$ cat src/design/tcw_pkg.sv
`timescale 1ns / 1ps
// ----------------------------------------------------------------------------
// tcw_pkg
// Shared types and codes for the text console writer.
// ----------------------------------------------------------------------------
package tcw_pkg;

   // request kinds
   localparam logic [1:0] KIND_PUT       = 2'd0;
   localparam logic [1:0] KIND_BACKSPACE = 2'd1;
   localparam logic [1:0] KIND_CLEAR     = 2'd2;
   localparam logic [1:0] KIND_READ      = 2'd3;

   // register indexes
   localparam logic CSR_DEFAULT_ATTR = 1'b0;
   localparam logic CSR_ERROR_ATTR   = 1'b1;

   localparam logic [7:0] DEFAULT_ATTR_RST = 8'h0f;
   localparam logic [7:0] ERROR_ATTR_RST   = 8'hf4;

   // character codes
   localparam logic [7:0] CH_NEWLINE = 8'd10;
   localparam logic [7:0] CH_RETURN  = 8'd13;
   localparam logic [7:0] CH_SPACE   = 8'd32;
   localparam logic [7:0] CH_ERROR   = 8'd69;
   localparam logic [7:0] CH_NUL     = 8'd0;

   typedef enum logic [2:0] {
      ST_INIT,
      ST_IDLE,
      ST_CLEAR,
      ST_SCROLL_COPY,
      ST_SCROLL_FILL,
      ST_DONE
   } tcw_state_type;

   // decoded request: one cell access plus the cursor update
   typedef struct packed {
      logic        wr_en;
      logic        rd_en;
      logic [15:0] wr_data;
      logic [6:0]  acc_col;
      logic [4:0]  acc_row;
      logic        cur_en;
      logic [6:0]  cur_col;
      logic [4:0]  cur_row;
      logic        scroll;
      logic        clear;
      logic        oor;
   } tcw_op_type;

endpackage

$ cat src/design/tcw_decode.sv
`timescale 1ns / 1ps
// ----------------------------------------------------------------------------
// tcw_decode
// Decodes one request against the cursor: which cell is touched, with what
// data, and where the cursor goes.
// ----------------------------------------------------------------------------
module tcw_decode import tcw_pkg::*; #(
   parameter int COLUMNS = 80,
   parameter int ROWS    = 25
) (
   input  logic [1:0]  kind,
   input  logic [7:0]  ch,
   input  logic [7:0]  attr,
   input  logic [6:0]  col,
   input  logic [4:0]  row,
   input  logic        at_cursor,
   input  logic [6:0]  cur_col,
   input  logic [4:0]  cur_row,
   input  logic [7:0]  default_attr,
   input  logic [7:0]  error_attr,
   output tcw_op_type  op
);

   localparam logic [7:0] COL_LIM  = 8'(COLUMNS);
   localparam logic [5:0] ROW_LIM  = 6'(ROWS);
   localparam logic [6:0] COL_LAST = 7'(COLUMNS - 1);
   localparam logic [4:0] ROW_LAST = 5'(ROWS - 1);
   // backspace from column 0 lands in the last column, which must be >= 2
   localparam logic       BS_WRAP  = (COLUMNS >= 3);

   logic [6:0] eff_col;
   logic [4:0] eff_row;
   logic       oor;
   logic [7:0] put_attr;
   logic [7:0] col_inc;
   logic [5:0] row_inc;
   logic [5:0] nrow;

   always_comb begin
      eff_col  = at_cursor ? cur_col : col;
      eff_row  = at_cursor ? cur_row : row;
      oor      = ({1'b0, eff_col} >= COL_LIM) || ({1'b0, eff_row} >= ROW_LIM);
      put_attr = (attr != 8'd0) ? attr : default_attr;
      col_inc  = {1'b0, eff_col} + 8'd1;
      row_inc  = {1'b0, eff_row} + 6'd1;
      nrow     = {1'b0, eff_row};

      op         = '0;
      op.acc_col = eff_col;
      op.acc_row = eff_row;
      op.cur_col = cur_col;
      op.cur_row = cur_row;

      case (kind)
         KIND_PUT: begin
            if (oor) begin
               op.oor     = 1'b1;
               op.wr_en   = 1'b1;
               op.acc_col = COL_LAST;
               op.acc_row = ROW_LAST;
               op.wr_data = {error_attr, CH_ERROR};
            end else begin
               op.cur_en = 1'b1;
               if (ch == CH_NEWLINE) begin
                  op.cur_col = eff_col;
                  nrow       = row_inc;
               end else if (ch == CH_RETURN) begin
                  op.cur_col = 7'd0;
               end else begin
                  op.wr_en   = 1'b1;
                  op.wr_data = {put_attr, ch};
                  if (col_inc == COL_LIM) begin
                     op.cur_col = 7'd0;
                     nrow       = row_inc;
                  end else begin
                     op.cur_col = col_inc[6:0];
                  end
               end
               if (nrow == ROW_LIM) begin
                  op.scroll  = 1'b1;
                  op.cur_row = ROW_LAST;
               end else begin
                  op.cur_row = nrow[4:0];
               end
            end
         end
         KIND_BACKSPACE: begin
            op.wr_data = {default_attr, CH_NUL};
            if (cur_col == 7'd0) begin
               if (cur_row != 5'd0 && BS_WRAP) begin
                  op.wr_en   = 1'b1;
                  op.cur_en  = 1'b1;
                  op.cur_col = COL_LAST;
                  op.cur_row = cur_row - 5'd1;
               end
            end else if (cur_col >= 7'd3) begin
               op.wr_en   = 1'b1;
               op.cur_en  = 1'b1;
               op.cur_col = cur_col - 7'd1;
               op.cur_row = cur_row;
            end
            op.acc_col = op.cur_col;
            op.acc_row = op.cur_row;
         end
         KIND_CLEAR: begin
            op.clear   = 1'b1;
            op.cur_en  = 1'b1;
            op.cur_col = 7'd0;
            op.cur_row = 5'd0;
         end
         KIND_READ: begin
            op.oor   = oor;
            op.rd_en = !oor;
         end
         default: begin
            op = '0;
         end
      endcase
   end

endmodule

$ cat config.mk
export PLATFORM = sky130hd
export DESIGN_NAME = tcw_decode
export DESIGN_NICKNAME = d
export VERILOG_FILES = /design/src/design/tcw_pkg.sv /design/src/design/tcw_decode.sv
export SDC_FILE = /design/constraint.sdc
export NUM_CORES = 1
export LEC_CHECK = 0
export BUFFER_PORTS_ARGS = -buffer_cell sky130_fd_sc_hd__buf_2
export CORE_UTILIZATION = 35
export DETAILED_ROUTE_END_ITERATION = 16
export GPL_TIMING_DRIVEN = 0
export PLACE_DENSITY = 0.67
export SLEW_MARGIN = 10
export SYNTH_ARGS = -nofsm -noshare
export SYNTH_HDL_FRONTEND = slang
export SYNTH_SLANG_ARGS = --single-unit
$ cat constraint.sdc
create_clock -name vclk -period 3.2
set_clock_uncertainty 0.2 [all_clocks]
set_input_delay 0.32 -clock vclk [all_inputs]
set_output_delay 0.32 -clock vclk [all_outputs]
set_load 0.02 [all_outputs]
### Word level (Yosys, flattened, before mapping)

Index checks and enable logic that the tools add are counted.

| operators by class | value |
|---|---|
| reductions and logical operators | 6 |
| magnitude comparators | 3 |
| multiplexer cells | 35 |
| add/subtract/negate cells | 4 |
| eq/ne operators | 7 |

Operators with widths:

| operator | number |
|---|---|
| 28-bit case mux with 2 select lines | 1 |
| 16-bit two-way mux | 3 |
| 13-bit two-way mux | 3 |
| 13-bit case mux with 3 select lines | 1 |
| 6-bit two-way mux | 5 |
| 7-bit two-way mux | 4 |
| 8-bit by 4-bit equality test with 1-bit output (second input constant) | 2 |
| 14-bit two-way mux | 1 |
| 12-bit two-way mux | 1 |
| 1-bit two-way mux | 11 |
| 5-bit two-way mux | 2 |
| 7-bit by 1-bit adder with 8-bit output (second input constant) | 1 |
| 8-bit by 7-bit equality test with 1-bit output (second input constant) | 1 |
| 8-bit two-way mux | 1 |
| 8-bit nonzero test | 1 |
| 7-bit by 2-bit >= comparator with 1-bit output (second input constant) | 1 |
| 7-bit >= comparator (second input constant) | 1 |
| 7-bit logical NOT | 1 |
| 7-bit by 1-bit subtractor with 7-bit output (second input constant) | 1 |
| 5-bit by 1-bit adder with 6-bit output (second input constant) | 1 |
| 6-bit by 5-bit equality test with 1-bit output (second input constant) | 1 |
| 5-bit >= comparator (second input constant) | 1 |
| 5-bit nonzero test | 1 |
| 5-bit by 1-bit subtractor with 5-bit output (second input constant) | 1 |
| 6 further kinds | 8 |

| storage, ports and cells | value |
|---|---|
| output and inout bits | 46 |
| word-level logic and storage cells | 55 |
| register bits | 0 |

### Logic depth before layout (Yosys ltp)

| depth | value |
|---|---|
| word-level depth | 12 |
| depth in mapped cells | 13 |
| depth with buffers taken out | 9 |

### Worst setup path before layout

OpenSTA, ideal clock, no wires.

| timing | value |
|---|---|
| path kind | input to output |
| from | input port at_cursor |
| to | output port op[3] (netlist name) |
| arrival time | 2677 ps |
| path buffers | 3 |
| slack | 3 ps |
| stages | 11 |
| required time | 2680 ps |
| path through | buf_6 buf_12 buf_4 mux2i_1 inv_1 ha_1 a211oi_4 o21ai_2 nor2_2 nand2_1 o31ai_2 |

RTL lines:

| element | RTL line | text |
|---|---|---|
| from (decl) | tcw_decode.sv:16 | `input logic at_cursor,` |
| to (decl) | tcw_decode.sv:21 | `output tcw_op_type op` |

==> qor.yml <==
dieHeight_microns: 76.7
drt_pass1_iterations: 5
gp_congestion: 0.877
ir_drop_mv: 0.0979
antenna_left: 0
pre_cts_ws_ps: -670
syn_avg_cell_area_sq_um: 6.87
timing.setup.tns_ps: -44.3
nClkBuffers: 0
dieArea_sq_um: 5880
grt_overflow: 0
combPwrFrac: 1.000
crit_chain: "buf_8, buf_4, nand4b_2, a22oi_4, mux2i_2, o21a_2, mux2i_2, nor3_2, o31ai_2, buf_4"
endpoint_kind: "output port"
holdPathStages: 4
p_int_mw: 0.200
grt_pass1_wl_microns: 12500
antenna_cells: 0
via_per_inst: 6.14
final_hold_viol_count: 0
max_cap_viol_count: 0
hold_class: "input pin to output port"
cp_slowest_cell: "mux2i_2"
min-delay-start: "default_attr[5]"
seq_cell_count: 0
arrival_ps: 2720
violations: "negative setup slack"
syn-cell-area_sq_um: 1950
grt_pass1_vias: 2551
status: "finished with violations"
fin_crit_sh: 1.01
grt_usage: 0.261
io_pins: 105
ff_latch_area_sq_um: 0
crit_required_ps: 2680
seqPwrFrac: 0
antenna_found_initial: 0
routed_wl_microns: 8120
wire_per_inst_microns: 17.0
n_fill_cell: 501
fp-row-count: 26
placed_cell_area_sq_um: 2540
hold_slack_ps: 758
relSlewSlack: 0.541
initial_core_util: 0.373
portBuffers: 101
nNetsFinal: 480
via_count: 2929
setup_violations: 1
min_period_ps: 3240
drc: 0
worst_pin_slew_ps: 670
hold_end: "op[41]"
critPathKind: "input pin to output port"
p_clk_frac: 0
synth_cell_type_count: 71
cpPeakStageDelay_ps: 380
p_sw_mw: 0.302
switching_share: 0.602
p_total_mw: 0.501
yosysWarnings: 0
timing.fmax_ghz: 0.308
layout-drive-gt1-share: 0.432
maxSlewViolCount: 0
syn_inst: 284
die-width_microns: 76.7
power_leakage_nw: 1.39
startpoint_type: "input pin"
yosysSeqAreaShare: 0
rsz0062_at_grt: "yes"
final_area_sq_um: 2930
core_sq_um: 5240
area_growth_pct: 50.3
worst-path-max-fanout: 9
setup_ws_ps: -44.3
power_density_nw_per_um2: 171
grt_max_degree: 11
synthesis.nets: 355
dr.first_iter.drc_count: 338
dp_hpwl_microns: 5960
critical path, delay by kind of cell:
kind	cells	cell delay [ps]
AOI/OAI and AO/OA	3	850
buffers and inverters	3	490
muxes	2	660
and+or+nand+nor	2	390
worst max-delay path by stage:
stage,from,end,depth (start not counted)
global placement,at_cursor,op[3],13
global route,at_cursor,op[3],14
finish,at_cursor,op[3],10
detailed placement,at_cursor,op[3],13
CTS,at_cursor,op[3],14
floorplan,at_cursor,op[3],11
per-stage QoR:
step	utilization	std cells
final	0.560	477
after global routing	0.560	477
after CTS	0.519	464
after detailed placement	0.486	455
after global placement	0.486	455
after floorplan	-	284
cells in the mapped netlist, types with 5 or more instances:
| master | instances | area share |
|---|---|---|
| xnor2_1 | 6 | 0.027 |
| nor2_1 | 23 | 0.044 |
| o21ai_1 | 7 | 0.018 |
| nand2_1 | 26 | 0.050 |
| inv_1 | 23 | 0.044 |
| a21oi_1 | 14 | 0.036 |
| and2_1 | 5 | 0.016 |
| o21ai_0 | 24 | 0.062 |
| o221ai_1 | 5 | 0.022 |
| mux2i_1 | 12 | 0.062 |
| clkbuf_1 | 5 | 0.0096 |
| a222oi_1 | 8 | 0.041 |
| nand3_1 | 11 | 0.028 |
| nor3_1 | 11 | 0.028 |
| o211ai_1 | 5 | 0.019 |
| ha_1 | 12 | 0.077 |
routing by layer:
layer  track usage  up-vias  wire length, microns
li1              -     1325                     -
met1         0.338     1368                  3270
met2         0.468      208                  3880
met3        0.0190       28                   792
met4        0.0519        0                   177
met5             0        -                     0
placed cells by master (no fill, tap or decap), types with 3 or more instances in the layout:
cell,instances
nor2b_1,3
nor3_1,10
and2_1,5
xnor2_1,5
o21ai_0,24
nor2_2,3
inv_1,20
mux2i_1,6
mux2i_4,4
buf_4,26
nor4_1,3
o211ai_1,5
mux2i_2,3
inv_2,3
buf_6,4
clkbuf_1,4
nor2_1,21
a21oi_1,14
a222oi_1,8
a22oi_1,4
a21o_1,3
mux2_1,3
nand3_1,11
o21ai_1,6
ha_1,10
o221ai_1,5
a22o_1,4
nand2_1,25
buf_2,98
buf_12,3
cell families (layout without fill, tap and decap cells):
group,after synthesis,after routing,share of synthesized area
compound gates,100,100,0.383
xor+xnor,6,6,0.0269
fa+ha+maj,12,12,0.0769
buf+inv,38,161,0.0936
mux,19,19,0.105
simple gates,109,109,0.314
timing repair:
item / in CTS / in global routing
endpoints found under the setup margin: 38 / 29
buffers inserted: 10 / 16
gates resized for setup: 24 / 24
endpoints found under the hold margin: 0 / 0
hold buffers: 0 / 0
pin swaps: 6 / 12
final cells by class:
cell class / instances / area, sq um / share of cell area
Multi-Input combinational cell: 246 / 1930 / 0.658
Timing Repair Buffer: 125 / 732 / 0.250
Buffer: 12 / 92.6 / 0.0316
Inverter: 24 / 90.1 / 0.0307
Tap cell: 70 / 87.6 / 0.0299
power groups by stage:
stage | clock network [mW] | logic (mW) | registers (mW)
floorplan | 0 | 0.279 | 0
global placement | 0 | 0.423 | 0
detailed placement | 0 | 0.428 | 0
CTS | 0 | 0.463 | 0
global route | 0 | 0.535 | 0
finish | 0 | 0.501 | 0
No activity file was read; power rests on OpenSTA's default activity.
